## config.mk

```make
export PLATFORM = sky130hd
export DESIGN_NAME = key_value_line_tokenizer
export DESIGN_NICKNAME = d
export VERILOG_FILES = /design/src/hdl/kvlt_pkg.sv /design/src/hdl/kvlt_front.sv /design/src/hdl/kvlt_back.sv /design/src/hdl/key_value_line_tokenizer.sv
export SDC_FILE = /design/constraint.sdc
export NUM_CORES = 1
export LEC_CHECK = 0
export BUFFER_PORTS_ARGS = -buffer_cell sky130_fd_sc_hd__clkbuf_2
export CAP_MARGIN = 10
export CORE_MARGIN = 4
export CORE_UTILIZATION = 40
export CTS_CLUSTER_SIZE = 20
export DETAILED_ROUTE_END_ITERATION = 16
export PLACE_DENSITY_LB_ADDON = 0.08
export SETUP_SLACK_MARGIN = 0.05
export SLEW_MARGIN = 20
export SYNTH_ARGS = -nofsm -noshare
export SYNTH_HDL_FRONTEND = slang
export SYNTH_SLANG_ARGS = --single-unit
export TNS_END_PERCENT = 50
```

## constraint.sdc

```tcl
create_clock -name clk -period 3.8 [get_ports clk]
set_clock_uncertainty 0.1 [all_clocks]
set_input_delay 0.76 -clock clk [delete_from_list [all_inputs] [get_ports clk]]
set_output_delay 0.76 -clock clk [all_outputs]
set_load 0.005 [all_outputs]
```

## src/hdl/kvlt_pkg.sv

```systemverilog
package kvlt_pkg;

	// Upper bound on the line buffers; capacities above it are clamped.
	localparam int LINE_CAPACITY = 256;
	localparam int CAP_LIMIT     = (LINE_CAPACITY < 256) ? LINE_CAPACITY : 256;

	localparam int CAP_W   = 9;
	localparam int COUNT_W = 8;

	// Configuration register indexes
	localparam logic [1:0] REG_KEY_CAP   = 2'd0;
	localparam logic [1:0] REG_VALUE_CAP = 2'd1;

	// Emit kinds
	localparam logic [1:0] KIND_NONE  = 2'd0;
	localparam logic [1:0] KIND_KEY   = 2'd1;
	localparam logic [1:0] KIND_VALUE = 2'd2;

	// Line error / status codes (shared encoding)
	localparam logic [1:0] ERR_NONE = 2'd0;
	localparam logic [1:0] ERR_SKIP = 2'd1;
	localparam logic [1:0] ERR_FAIL = 2'd2;

	// Characters
	localparam logic [7:0] CH_HASH  = 8'h23;
	localparam logic [7:0] CH_EQ    = 8'h3D;
	localparam logic [7:0] CH_UNDER = 8'h5F;
	localparam logic [7:0] CH_SPACE = 8'h20;
	localparam logic [7:0] CH_LF    = 8'h0A;
	localparam logic [7:0] CH_CR    = 8'h0D;
	localparam logic [7:0] CH_DEL   = 8'h7F;

	typedef struct packed {
		logic [7:0] ch;
		logic       last;
	} item_t;

	typedef struct packed {
		logic [1:0] emit_kind;
		logic [7:0] emit_char;
		logic       line_end;
		logic [1:0] status;
		logic [7:0] key_length;
		logic [7:0] value_length;
	} result_t;

	// Clamped capacities
	typedef struct packed {
		logic [CAP_W-1:0] key_cap;
		logic [CAP_W-1:0] value_cap;
	} cfg_t;

	// Character as classified by the front end
	typedef struct packed {
		logic [7:0] ch;
		logic [7:0] ch_upper;
		logic       last;
		logic       is_zero;
		logic       is_hash;
		logic       is_eq;
		logic       is_space;
		logic       is_letter;
		logic       is_key_char;
		logic       is_ctrl;
		logic       is_crlf;
	} class_t;

endpackage

```

## src/hdl/kvlt_front.sv

```systemverilog
module kvlt_front
	import kvlt_pkg::*;
(
	input  logic   clk,
	input  logic   arst_n,
	input  logic   push,
	output logic   full,
	input  item_t  item,
	output logic   q_valid,
	output class_t q_head,
	input  logic   q_take
);

	class_t     cls;
	class_t     mem_q [2];
	logic       wr_q;
	logic       rd_q;
	logic [1:0] cnt_q;
	logic       wr_en;
	logic       rd_en;
	logic       upper_lc;
	logic       lower_lc;
	logic       digit;

	always_comb begin
		upper_lc        = (item.ch >= 8'h41) && (item.ch <= 8'h5A);
		lower_lc        = (item.ch >= 8'h61) && (item.ch <= 8'h7A);
		digit           = (item.ch >= 8'h30) && (item.ch <= 8'h39);
		cls.ch          = item.ch;
		cls.ch_upper    = lower_lc ? (item.ch - 8'd32) : item.ch;
		cls.last        = item.last;
		cls.is_zero     = (item.ch == 8'h00);
		cls.is_hash     = (item.ch == CH_HASH);
		cls.is_eq       = (item.ch == CH_EQ);
		cls.is_space    = (item.ch == CH_SPACE);
		cls.is_letter   = upper_lc || lower_lc;
		cls.is_key_char = upper_lc || lower_lc || digit || (item.ch == CH_UNDER);
		cls.is_ctrl     = (item.ch < 8'd32) || (item.ch == CH_DEL);
		cls.is_crlf     = (item.ch == CH_LF) || (item.ch == CH_CR);
	end

	assign full    = (cnt_q == 2'd2);
	assign q_valid = (cnt_q != 2'd0);
	assign q_head  = mem_q[rd_q];
	assign wr_en   = push && !full;
	assign rd_en   = q_take && q_valid;

	always_ff @(posedge clk) begin
		if (wr_en) begin
			mem_q[wr_q] <= cls;
		end
	end

	always_ff @(posedge clk or negedge arst_n) begin
		if (!arst_n) begin
			wr_q  <= 1'b0;
			rd_q  <= 1'b0;
			cnt_q <= 2'd0;
		end else begin
			if (wr_en) wr_q <= ~wr_q;
			if (rd_en) rd_q <= ~rd_q;
			cnt_q <= cnt_q + {1'b0, wr_en} - {1'b0, rd_en};
		end
	end

endmodule

```

## src/hdl/kvlt_back.sv

```systemverilog
module kvlt_back
	import kvlt_pkg::*;
(
	input  logic    clk,
	input  logic    arst_n,
	input  cfg_t    cfg,
	input  logic    q_valid,
	input  class_t  q_head,
	output logic    q_take,
	output logic    empty,
	input  logic    pop,
	output result_t result
);

	localparam logic [2:0] PH_START  = 3'd0;
	localparam logic [2:0] PH_KEY    = 3'd1;
	localparam logic [2:0] PH_PRE_EQ = 3'd2;
	localparam logic [2:0] PH_POST_EQ = 3'd3;
	localparam logic [2:0] PH_VALUE  = 3'd4;

	logic [2:0]         phase_q;
	logic [COUNT_W-1:0] key_cnt_q;
	logic [COUNT_W-1:0] val_cnt_q;
	logic [1:0]         err_q;
	logic               halted_q;

	logic [2:0]         phase_n;
	logic [COUNT_W-1:0] key_cnt_n;
	logic [COUNT_W-1:0] val_cnt_n;
	logic [1:0]         err_n;
	logic               halted_n;
	logic               cap_bad;
	logic               key_full;
	logic               val_full;
	result_t            res;

	result_t    out_q [2];
	logic       owr_q;
	logic       ord_q;
	logic [1:0] ocnt_q;
	logic       out_rd;
	logic       out_room;

	assign empty    = (ocnt_q == 2'd0);
	assign result   = out_q[ord_q];
	assign out_rd   = pop && !empty;
	assign out_room = (ocnt_q != 2'd2) || out_rd;
	assign q_take   = q_valid && out_room;

	always_comb begin
		phase_n   = phase_q;
		key_cnt_n = key_cnt_q;
		val_cnt_n = val_cnt_q;
		err_n     = err_q;
		halted_n  = halted_q;
		res       = '0;
		cap_bad   = (cfg.key_cap == '0) || (cfg.value_cap == '0);
		key_full  = ({1'b0, key_cnt_q} + 9'd1) >= cfg.key_cap;
		val_full  = ({1'b0, val_cnt_q} + 9'd1) >= cfg.value_cap;

		if (err_q == ERR_NONE && !halted_q) begin
			if (q_head.is_zero) begin
				halted_n = 1'b1;
			end else if (cap_bad || key_full || val_full) begin
				err_n = ERR_FAIL;
			end else begin
				unique case (phase_q)
					PH_START: begin
						if (q_head.is_hash) begin
							err_n = ERR_SKIP;
						end else if (q_head.is_letter) begin
							res.emit_kind = KIND_KEY;
							res.emit_char = q_head.ch_upper;
							key_cnt_n     = key_cnt_q + 8'd1;
							phase_n       = PH_KEY;
						end else if (!q_head.is_space) begin
							err_n = ERR_FAIL;
						end
					end
					PH_KEY: begin
						if (q_head.is_space) begin
							phase_n = PH_PRE_EQ;
						end else if (q_head.is_eq) begin
							phase_n = PH_POST_EQ;
						end else if (q_head.is_key_char) begin
							res.emit_kind = KIND_KEY;
							res.emit_char = q_head.ch_upper;
							key_cnt_n     = key_cnt_q + 8'd1;
						end else begin
							err_n = ERR_FAIL;
						end
					end
					PH_PRE_EQ: begin
						if (q_head.is_eq) begin
							phase_n = PH_POST_EQ;
						end else if (!q_head.is_space) begin
							err_n = ERR_FAIL;
						end
					end
					PH_POST_EQ: begin
						if (!q_head.is_space && !q_head.is_ctrl) begin
							res.emit_kind = KIND_VALUE;
							res.emit_char = q_head.ch;
							val_cnt_n     = val_cnt_q + 8'd1;
							phase_n       = PH_VALUE;
						end
					end
					default: begin
						if (!q_head.is_crlf) begin
							res.emit_kind = KIND_VALUE;
							res.emit_char = q_head.ch;
							val_cnt_n     = val_cnt_q + 8'd1;
						end
					end
				endcase
			end
		end

		if (q_head.last) begin
			res.line_end     = 1'b1;
			res.status       = cap_bad ? ERR_FAIL :
			                   (phase_n == PH_START) ? ERR_SKIP : err_n;
			res.key_length   = key_cnt_n;
			res.value_length = val_cnt_n;
		end
	end

	always_ff @(posedge clk) begin
		if (q_take) begin
			out_q[owr_q] <= res;
		end
	end

	always_ff @(posedge clk or negedge arst_n) begin
		if (!arst_n) begin
			phase_q   <= PH_START;
			key_cnt_q <= '0;
			val_cnt_q <= '0;
			err_q     <= ERR_NONE;
			halted_q  <= 1'b0;
			owr_q     <= 1'b0;
			ord_q     <= 1'b0;
			ocnt_q    <= 2'd0;
		end else begin
			if (q_take) begin
				if (q_head.last) begin
					phase_q   <= PH_START;
					key_cnt_q <= '0;
					val_cnt_q <= '0;
					err_q     <= ERR_NONE;
					halted_q  <= 1'b0;
				end else begin
					phase_q   <= phase_n;
					key_cnt_q <= key_cnt_n;
					val_cnt_q <= val_cnt_n;
					err_q     <= err_n;
					halted_q  <= halted_n;
				end
				owr_q <= ~owr_q;
			end
			if (out_rd) ord_q <= ~ord_q;
			ocnt_q <= ocnt_q + {1'b0, q_take} - {1'b0, out_rd};
		end
	end

	// result queue never overflows
	a_no_overflow: assert property (@(posedge clk) disable iff (!arst_n)
		ocnt_q != 2'd3)
		else $error("result queue overflow");

	// a stopped line emits nothing
	a_stopped_silent: assert property (@(posedge clk) disable iff (!arst_n)
		(q_take && (halted_q || err_q != ERR_NONE)) |-> (res.emit_kind == KIND_NONE))
		else $error("emit after stop");

	// closing a line returns the parser to its start state
	a_line_clear: assert property (@(posedge clk) disable iff (!arst_n)
		(q_take && q_head.last) |=>
		(phase_q == PH_START && key_cnt_q == '0 && val_cnt_q == '0 && !halted_q))
		else $error("line state not cleared");

	// status and lengths only on the closing beat
	a_mid_line_zero: assert property (@(posedge clk) disable iff (!arst_n)
		(q_take && !q_head.last) |->
		(res.status == ERR_NONE && res.key_length == '0 && res.value_length == '0))
		else $error("status outside line end");

endmodule

```

## src/hdl/key_value_line_tokenizer.sv

```systemverilog
// Channel  | Handshake          | Payload   | Beat taken when
// ---------+--------------------+-----------+---------------------------
// input    | push / full        | item      | push && !full
// result   | empty / pop        | result    | pop && !empty
// config   | cfg_we             | cfg_index, cfg_data | cfg_we
//
// One character beat per clock sustained while the result side keeps popping;
// a result passes through the front queue, then the parser stage into the
// result queue, before it is on the result ports and can be popped.
// The parser's phase/count update sets the rate.
// Reset (arst_n low) empties both queues, clears the line state and sets
// both capacities to 256.
// A stalled result side fills the 2-deep result queue, then the 2-deep
// front queue, after which full rises; each side stalls on its own.
module key_value_line_tokenizer
	import kvlt_pkg::*;
(
	input  logic         clk,
	input  logic         arst_n,
	// input beats
	input  logic         push,
	output logic         full,
	input  item_t        item,
	// result beats
	output logic         empty,
	input  logic         pop,
	output result_t      result,
	// configuration writes
	input  logic         cfg_we,
	input  logic [1:0]   cfg_index,
	input  logic [CAP_W-1:0] cfg_data
);

	logic [CAP_W-1:0] key_cap_q;
	logic [CAP_W-1:0] value_cap_q;
	cfg_t             cfg;
	logic             q_valid;
	class_t           q_head;
	logic             q_take;

	// capacity registers; indexes beyond the list are ignored
	always_ff @(posedge clk or negedge arst_n) begin
		if (!arst_n) begin
			key_cap_q   <= 9'd256;
			value_cap_q <= 9'd256;
		end else if (cfg_we) begin
			case (cfg_index)
				REG_KEY_CAP:   key_cap_q   <= cfg_data;
				REG_VALUE_CAP: value_cap_q <= cfg_data;
				default: ;
			endcase
		end
	end

	// clamp to the line buffer limit
	always_comb begin
		cfg.key_cap   = (key_cap_q > CAP_W'(CAP_LIMIT)) ? CAP_W'(CAP_LIMIT) : key_cap_q;
		cfg.value_cap = (value_cap_q > CAP_W'(CAP_LIMIT)) ? CAP_W'(CAP_LIMIT) : value_cap_q;
	end

	// front: classify and queue characters
	kvlt_front u_front (
		.clk     (clk),
		.arst_n  (arst_n),
		.push    (push),
		.full    (full),
		.item    (item),
		.q_valid (q_valid),
		.q_head  (q_head),
		.q_take  (q_take)
	);

	// back: parser state machine and result queue
	kvlt_back u_back (
		.clk     (clk),
		.arst_n  (arst_n),
		.cfg     (cfg),
		.q_valid (q_valid),
		.q_head  (q_head),
		.q_take  (q_take),
		.empty   (empty),
		.pop     (pop),
		.result  (result)
	);

endmodule

```

==> results.txt, run 1 <==
----------------------------------------------------
[Outcome]
  Status ... finished clean

[Routing]
  Routed length per instance ... 18.2 um
  Drt pass-1 iters ... 5
  Vias after detailed routing ... 4997
  Post-DRT Antenna Nets ... 0
  Total detailed-routing wirelength ... 16800 um
  Routed via count divided by cell count ... 5.40
  # DRC ... 0
  Number of design-rule violations left by the first detailed-router iteration ... 262

[Timing]
  WHS ... 0.262 ns
  Share of the clock period used by the worst path after layout ... 96.9%
  Total setup violations reported at the end of the flow ... 0
  Total count of max-transition violations in the final report ... 0
  Setup repair after global routing missed its margin ... true
  Relative slew slack ... 35.3%
  Transition time of the tightest slew-check pin ... 0.971 ns
  Maximum clock frequency ... 272 MHz
  Final count of hold timing violations ... 0
  Final period demand of the worst path ... 3.68 ns
  Post-Route Setup TNS ... 0 ns

[Floorplan]
  Die Ht ... 142 um
  Floorplan Core Area ... 17500 sq um
  # rows ... 48
  Effective utilization at floorplan ... 41.3%
  Die Footprint ... 20300 sq um
  Die span in x ... 142 um
  Top-level port count ... 56

[Placement]
  Port Buffers ... 55
  DP HPWL ... 11800 um
  Routability cong. ... 0.849

[Synth]
  Per-instance average area after synthesis ... 12.0 sq um
  FF+latch count, synth ... 146
  Asr flop ratio synth ... 32.9%
  Gate count after technology mapping ... 600
  Top cells by area, synth ... sky130_fd_sc_hd__edfxtp_1 (41%), sky130_fd_sc_hd__dfrtp_1 (16%), sky130_fd_sc_hd__mux2_2 (7.3%)
  Share of synthesized area occupied by flip-flops and latches ... 57.4%
  Number of flops mapped to enable cells by yosys ... 98
  Mapped Area ... 7220 sq um
  Number of nets in the synthesized netlist ... 652
  Warnings from Yosys ... 0
  Count of different cell masters after synthesis ... 63
  Library cell occupying the most area in the post-synthesis netlist ... sky130_fd_sc_hd__edfxtp_1
  Most used flip-flop cell after synthesis ... sky130_fd_sc_hd__edfxtp_1
  Fraction of synthesized cell area taken by the top area cell type ... 40.7%

[Setup path]
  CP Capture Type ... flip-flop
  Required time of the worst setup path ... 3.87 ns
  Data arrival time of the critical path ... 3.76 ns
  Maximum net fanout on the critical path ... 7
  Worst reg-to-reg path cell count ... 12
  Category of the critical setup timing path ... flip-flop to flip-flop
  Worst r2r dst ... u_back.out_q[0][6]$_DFFE_PP_
  Register-to-register setup slack ... 0.12 ns
  CP startpoint kind ... flip-flop
  Critical R2R Launch ... u_back.val_cnt_q[1]$_DFFE_PN0P_

[Clocking]
  Clock tree from TritonCTS ... yes
  Clock-pin slew of the registers on the worst-case setup and hold paths ... 0.07 ns
  Number of buffers added by the clock tree synthesis step ... 17
  Cell at the root of the clock tree ... sky130_fd_sc_hd__clkbuf_16
  Maximum clock path buffer count ... 2
  Clock latency on the worst-skew pair ... 0.42 ns
  Count of hold buffers inserted by post-cts repair ... 0
  Number of clock sinks seen by CTS ... 146
  Deepest level of the CTS H-tree ... 4

[Global route]
  GR met3 Demand/Resource ... 3.29%
  Antenna violations before repair ... 0
  Gr usage total ... 17.0%
  Peak-usage layer in the global routing report ... met1
  Met1 layer usage reported by global route ... 25.7%
  Vias in the first global route ... 4945
  Grt total ovfl ... 0
  Wire length of the first global-routing pass ... 26800 um
  Maximum number of pins on one net before global-route repair ... 31
  Met2 usage ... 24.9%

[Worst hold path]
  Worst hold-check path type ... input pin to async pin

[Power]
  Switching Share ... 35.5%
  Fraction of power consumed by combinational cells ... 36.5%
  Clock share of power ... 25.2%
  Sequential group share of total power ... 38.3%
  Net switching power ... 2400 uW
  Standby leakage power ... 0.00351 uW
  Internal ... 4360 uW
  Total power per unit cell area ... 780 nW/um^2
  Final Total Pwr ... 6760 uW
  Peak supply drop ... 0.427 mV

[Layout]
  Ratio of cells with drive above 1 in the final layout ... 28.4%
  Layout net count ... 739
  Area grow syn2layout ... 19.9%
  Core occupancy in the finished layout ... 49.6%
  Ant. Diodes ... 0

[Job]
  Number of violations of the max-capacitance limit ... 0

----------------------------------------------------
==> stage by stage <==
stage	area, sq um	worst slack, ns	std cells
after detailed placement	7910	0.000371	885
after CTS	8510	0.0558	917
after global routing	8660	0.0220	925
after floorplan	7230	0.0657	600
after global placement	7910	0.106	885
final	8660	0.118	925
==> timing repair <==
item | in CTS | in global routing
setup endpoints to repair | 12 | 52
cloned | 0 | 1
resized for setup | 1 | 21
buffers inserted | 0 | 7
pin swaps | 0 | 11
==> metal layers <==
layer	vias to the layer above	part of all wire [%]
li1	2419	-
met1	2441	49
met2	124	45
met3	13	4.7
met4	0	1.1
met5	-	0
==> flip-flops by register name, indices dropped and copies added, names as in the netlist <==
name              count
u_back.phase_q        3
u_back.key_cnt_q      8
u_back.ord_q          1
u_back.owr_q          1
u_back.ocnt_q         2
key_cap_q             9
u_back.halted_q       1
u_back.err_q          2
u_front.rd_q          1
u_back.out_q         58
u_back.val_cnt_q      8
u_front.wr_q          1
value_cap_q           9
u_front.mem_q        40
u_front.cnt_q         2
==> synthesized netlist by cell type, drive strengths merged (5+ instances only) <==
master  number
o21ai       19
nand2       51
nor2        58
mux2i       23
clkbuf      20
nor2b        6
ha          27
or3          5
xnor2       22
nand3       18
inv         16
a21o         6
edfxtp      98
nor4        11
mux2        47
dfrtp       46
and3         7
a21oi       16
nor3        17
a211oi       6
==> worst max path at each step <==
| stage | from | end | slack [ns] | cells after the start |
|---|---|---|---|---|
| 3_5_place_dp | u_back.val_cnt_q[1]$_DFFE_PN0P_ | u_back.out_q[0][21]$_DFFE_PP_ | 0.0004 | 14 |
| 3_3_place_gp | u_back.val_cnt_q[0]$_DFFE_PN0P_ | u_back.out_q[0][21]$_DFFE_PP_ | 0.11 | 14 |
| 4_1_cts | u_back.key_cnt_q[1]$_DFFE_PN0P_ | u_back.out_q[0][6]$_DFFE_PP_ | 0.06 | 10 |
| 2_1_floorplan | u_back.val_cnt_q[0]$_DFFE_PN0P_ | u_back.out_q[0][14]$_DFFE_PP_ | 0.07 | 15 |
| 6_report | u_back.val_cnt_q[1]$_DFFE_PN0P_ | u_back.out_q[0][6]$_DFFE_PP_ | 0.12 | 12 |
| 5_1_grt | u_back.val_cnt_q[1]$_DFFE_PN0P_ | u_back.out_q[0][6]$_DFFE_PP_ | 0.02 | 12 |
==> cell usage in the layout, fill, tap and decap left out, types with 4 or more instances in the layout <==
| cell | synthesis | routed |
|---|---|---|
| sky130_fd_sc_hd__a32o_1 | 4 | 4 |
| sky130_fd_sc_hd__o22ai_1 | 4 | 4 |
| sky130_fd_sc_hd__clkbuf_16 | 0 | 17 |
| sky130_fd_sc_hd__nor3_1 | 17 | 17 |
| sky130_fd_sc_hd__a211oi_1 | 5 | 5 |
| sky130_fd_sc_hd__a21oi_1 | 16 | 15 |
| sky130_fd_sc_hd__xnor2_1 | 22 | 20 |
| sky130_fd_sc_hd__inv_6 | 0 | 6 |
| sky130_fd_sc_hd__clkbuf_2 | 1 | 55 |
| sky130_fd_sc_hd__nand2_1 | 51 | 51 |
| sky130_fd_sc_hd__inv_1 | 16 | 16 |
| sky130_fd_sc_hd__nand3_1 | 18 | 16 |
| sky130_fd_sc_hd__o21ai_0 | 17 | 16 |
| sky130_fd_sc_hd__mux2i_1 | 23 | 22 |
| sky130_fd_sc_hd__clkinv_1 | 4 | 4 |
| sky130_fd_sc_hd__nor2_1 | 58 | 55 |
| sky130_fd_sc_hd__ha_1 | 27 | 25 |
| sky130_fd_sc_hd__o211ai_1 | 4 | 4 |
| sky130_fd_sc_hd__mux2_2 | 47 | 47 |
| sky130_fd_sc_hd__a21o_1 | 6 | 6 |
| sky130_fd_sc_hd__nor2b_1 | 6 | 6 |
| sky130_fd_sc_hd__nor4_1 | 11 | 11 |
| sky130_fd_sc_hd__dfrtp_1 | 46 | 45 |
| sky130_fd_sc_hd__buf_4 | 0 | 35 |
| sky130_fd_sc_hd__xor2_1 | 4 | 4 |
| sky130_fd_sc_hd__and3_1 | 7 | 5 |
| sky130_fd_sc_hd__edfxtp_1 | 98 | 98 |
==> cell families after synthesis <==
family	synth area share (%)
multiplexers	10.5
AO/OA/AOI/OAI	8.90
flip-flops	57.4
XOR/XNOR	3.15
buffers and inverters	2.42
AND/OR/NAND/NOR	12.9
adder cells (fa/ha/maj)	4.68
==> area by class of cell <==
class / instances / area, sq um
multi-input combinational: 411 / 3010
sequential: 146 / 4150
inverter: 20 / 78.8
tap: 225 / 282
timing repair buffer: 91 / 549
fill: 1576 / 8810
clock inverter: 15 / 174
clock buffer: 17 / 425
==> worst max-delay path, stage by stage, from the launching register on <==
cell	delay, ns
sky130_fd_sc_hd__dfrtp_1	0.38
sky130_fd_sc_hd__ha_2	0.20
sky130_fd_sc_hd__nand3_2	0.09
sky130_fd_sc_hd__or2_4	0.26
sky130_fd_sc_hd__xnor2_1	0.13
sky130_fd_sc_hd__ha_1	0.35
sky130_fd_sc_hd__a41oi_2	0.14
sky130_fd_sc_hd__o21ai_1	0.08
sky130_fd_sc_hd__and3_1	0.17
sky130_fd_sc_hd__or4_4	0.61
sky130_fd_sc_hd__or4_4	0.61
sky130_fd_sc_hd__xnor2_2	0.15
sky130_fd_sc_hd__and2_4	0.16
==> power by group through the flow <==
stage | clock network [uW] | registers (uW) | logic, uW
final | 1710 | 2590 | 2460
after detailed placement | 0 | 2620 | 2410
after global routing | 1820 | 2650 | 2730
after global placement | 0 | 2600 | 2390
after CTS | 1740 | 2590 | 2430
after floorplan | 0 | 2540 | 1600
Power figures use the tool's default switching activity.
==> inputs of run 2 (changes only) <==
- CTS_BUF_LIST: unset -> sky130_fd_sc_hd__clkbuf_4 sky130_fd_sc_hd__clkbuf_8
==> results.txt, run 2 (synthesis gave the netlist of run 1 again) <==
----------------------------------------------------
[Outcome]
  Status ... finished clean

[Timing]
  Total setup violations reported at the end of the flow ... 0
  Setup slack of the critical path after layout ... 0.104 ns
  Relative slew slack ... 34.4%
  Post-Route Setup TNS ... 0 ns
  Share of the clock period used by the worst path after layout ... 97.3%
  Setup repair after global routing missed its margin ... true
  Total count of max-transition violations in the final report ... 0
  Final period demand of the worst path ... 3.70 ns
  Maximum clock frequency ... 271 MHz
  Transition time of the tightest slew-check pin ... 0.984 ns
  Final count of hold timing violations ... 0

[Layout]
  Register area ... 4150 sq um
  Ratio of cells with drive above 1 in the final layout ... 28.6%
  Ant. Diodes ... 0
  Biggest registers after layout ... u_back.out_q x58, u_front.mem_q x40
  Multi-input gate area ... 3020 sq um
  Most common cell after layout, fill and taps aside ... sky130_fd_sc_hd__edfxtp_1
  Fill cell total of the finished layout ... 1598
  Area grow syn2layout ... 17.5%
  Leading cell types in the layout, fill and taps excluded ... sky130_fd_sc_hd__edfxtp_1 (98), sky130_fd_sc_hd__nor2_1 (55), sky130_fd_sc_hd__clkbuf_2 (55)
  Most flops, register ... u_back.out_q
  Max FFs per register ... 58
  Layout net count ... 739

[Routing]
  Total detailed-routing wirelength ... 16800 um
  Drt pass-1 iters ... 5
  Post-DRT Antenna Nets ... 0
  Number of design-rule violations left by the first detailed-router iteration ... 321
  # DRC ... 0
  Routed via count divided by cell count ... 5.38
  Vias after detailed routing ... 4980
  Routed length per instance ... 18.1 um

[Placement]
  Port Buffers ... 55
  Minimum setup slack after placement ... 0.000371 ns
  Routability cong. ... 0.849
  DP HPWL ... 11800 um

[Floorplan]
  Die Ht ... 142 um
  Die span in x ... 142 um
  Floorplan Core Area ... 17500 sq um
  # rows ... 48
  Top-level port count ... 56
  Effective utilization at floorplan ... 41.3%
  Die Footprint ... 20300 sq um

[Clocking]
  Deepest level of the CTS H-tree ... 4
  Number of buffers added by the clock tree synthesis step ... 17
  Maximum clock path buffer count ... 2
  Clock tree from TritonCTS ... yes
  Cell at the root of the clock tree ... sky130_fd_sc_hd__clkbuf_8
  Clock-pin slew of the registers on the worst-case setup and hold paths ... 0.09 ns
  Clock latency on the worst-skew pair ... 0.44 ns
  Number of clock sinks seen by CTS ... 146

[Setup path]
  Required time of the worst setup path ... 3.91 ns
  Critical R2R Launch ... u_back.val_cnt_q[1]$_DFFE_PN0P_
  Category of the critical setup timing path ... flip-flop to flip-flop
  Data arrival time of the critical path ... 3.80 ns
  CP Capture Type ... flip-flop
  Crit. Startpoint ... u_back.val_cnt_q[1]$_DFFE_PN0P_
  Maximum cell stage delay along the critical path ... 0.61 ns
  CP most frequent cell ... sky130_fd_sc_hd__or4_4
  Critical-path cell with the highest stage delay ... sky130_fd_sc_hd__or4_4
  Cell breakdown of the critical path ... ha_2, nand3_2, or2_4, xnor2_1, ha_1, a41oi_2, o21ai_1, and3_1, or4_4, or4_4, xnor2_2, and2_4
  CP startpoint kind ... flip-flop
  Maximum net fanout on the critical path ... 7

[Global route]
  Grt total ovfl ... 0
  Wire length of the first global-routing pass ... 26600 um
  Vias in the first global route ... 4916
  Maximum number of pins on one net before global-route repair ... 31
  Antenna violations before repair ... 0
  Gr usage total ... 16.9%

[Power]
  Standby leakage power ... 0.00343 uW
  Peak supply drop ... 0.413 mV
  Total power per unit cell area ... 746 nW/um^2
  Final Total Pwr ... 6330 uW

[Worst hold path]
  Worst hold-check path type ... input pin to async pin

[Job]
  Number of violations of the max-capacitance limit ... 0

----------------------------------------------------
[run 2: through the flow]
stage          instances  hold slack (ns)  util (%)  instance area [sq um]
2_1_floorplan        600            0.360         -                   7230
3_3_place_gp         885            0.376      45.3                   7910
3_5_place_dp         885            0.402      45.3                   7910
4_1_cts              917            0.217      47.6                   8320
5_1_grt              925            0.243      48.6                   8490
6_report             925            0.227      48.6                   8490
[run 2: worst paths after layout]
| kind | cells after the start | end | slack [ns] |
|---|---|---|---|
| max | 12 | u_back.out_q[0][6]$_DFFE_PP_ | 0.10 |
| min | 1 | value_cap_q[6]$_DFFE_PN0P_ | 0.23 |
| max reg2reg | 12 | u_back.out_q[0][6]$_DFFE_PP_ | 0.10 |
| min reg2reg | 1 | u_back.ocnt_q[1]$_DFF_PN0_ | 0.41 |
| max in group asynchronous | 2 | value_cap_q[8]$_DFFE_PN1P_ | 2.51 |
| min in group clk | 1 | u_front.mem_q[0][8]$_DFFE_PP_ | 0.41 |
[run 2: layer usage]
layer | share of wire [%] | track usage (%) | routed length, um | vias up
met1 | 50 | 25.6 | 8390 | 2436
met3 | 4.8 | 3.19 | 804 | 10
met5 | 0 | 0 | 0 | -
met2 | 44 | 24.6 | 7390 | 117
met4 | 1.0 | 5.05 | 167 | 0
li1 | - | - | - | 2417
[run 2: power by group]
| part | total [uW] | leakage (uW) | switching, uW | internal [uW] |
|---|---|---|---|---|
| Sequential | 2590 | 0.00155 | 233 | 2350 |
| Combinational | 2480 | 0.00168 | 1450 | 1030 |
| Clock | 1270 | 0.000204 | 662 | 604 |
| Total | 6330 | 0.00343 | 2350 | 3980 |
[run 2: repair_timing]
| action | CTS | global route |
|---|---|---|
| gates cloned | 0 | 1 |
| pin swaps | 0 | 11 |
| hold buffers | 0 | 0 |
| setup buffers | 0 | 7 |
| setup endpoints to repair | 12 | 52 |
| resized for setup | 1 | 23 |
[run 2: area by class of cell]
class,instances,area share [%]
sequential,146,48.9
multi-input combinational,411,35.6
timing repair buffer,91,6.47
tap,225,3.32
clock buffer,17,2.76
clock inverter,15,2.05
inverter,20,0.929
[run 2: worst max-delay path: cells and delay by family, from the launching register on]
kind,cells,cell delay [ns]
simple gates,6,1.90
compound gates,2,0.23
fa+ha+maj,2,0.55
flops,1,0.39
xor+xnor,2,0.28
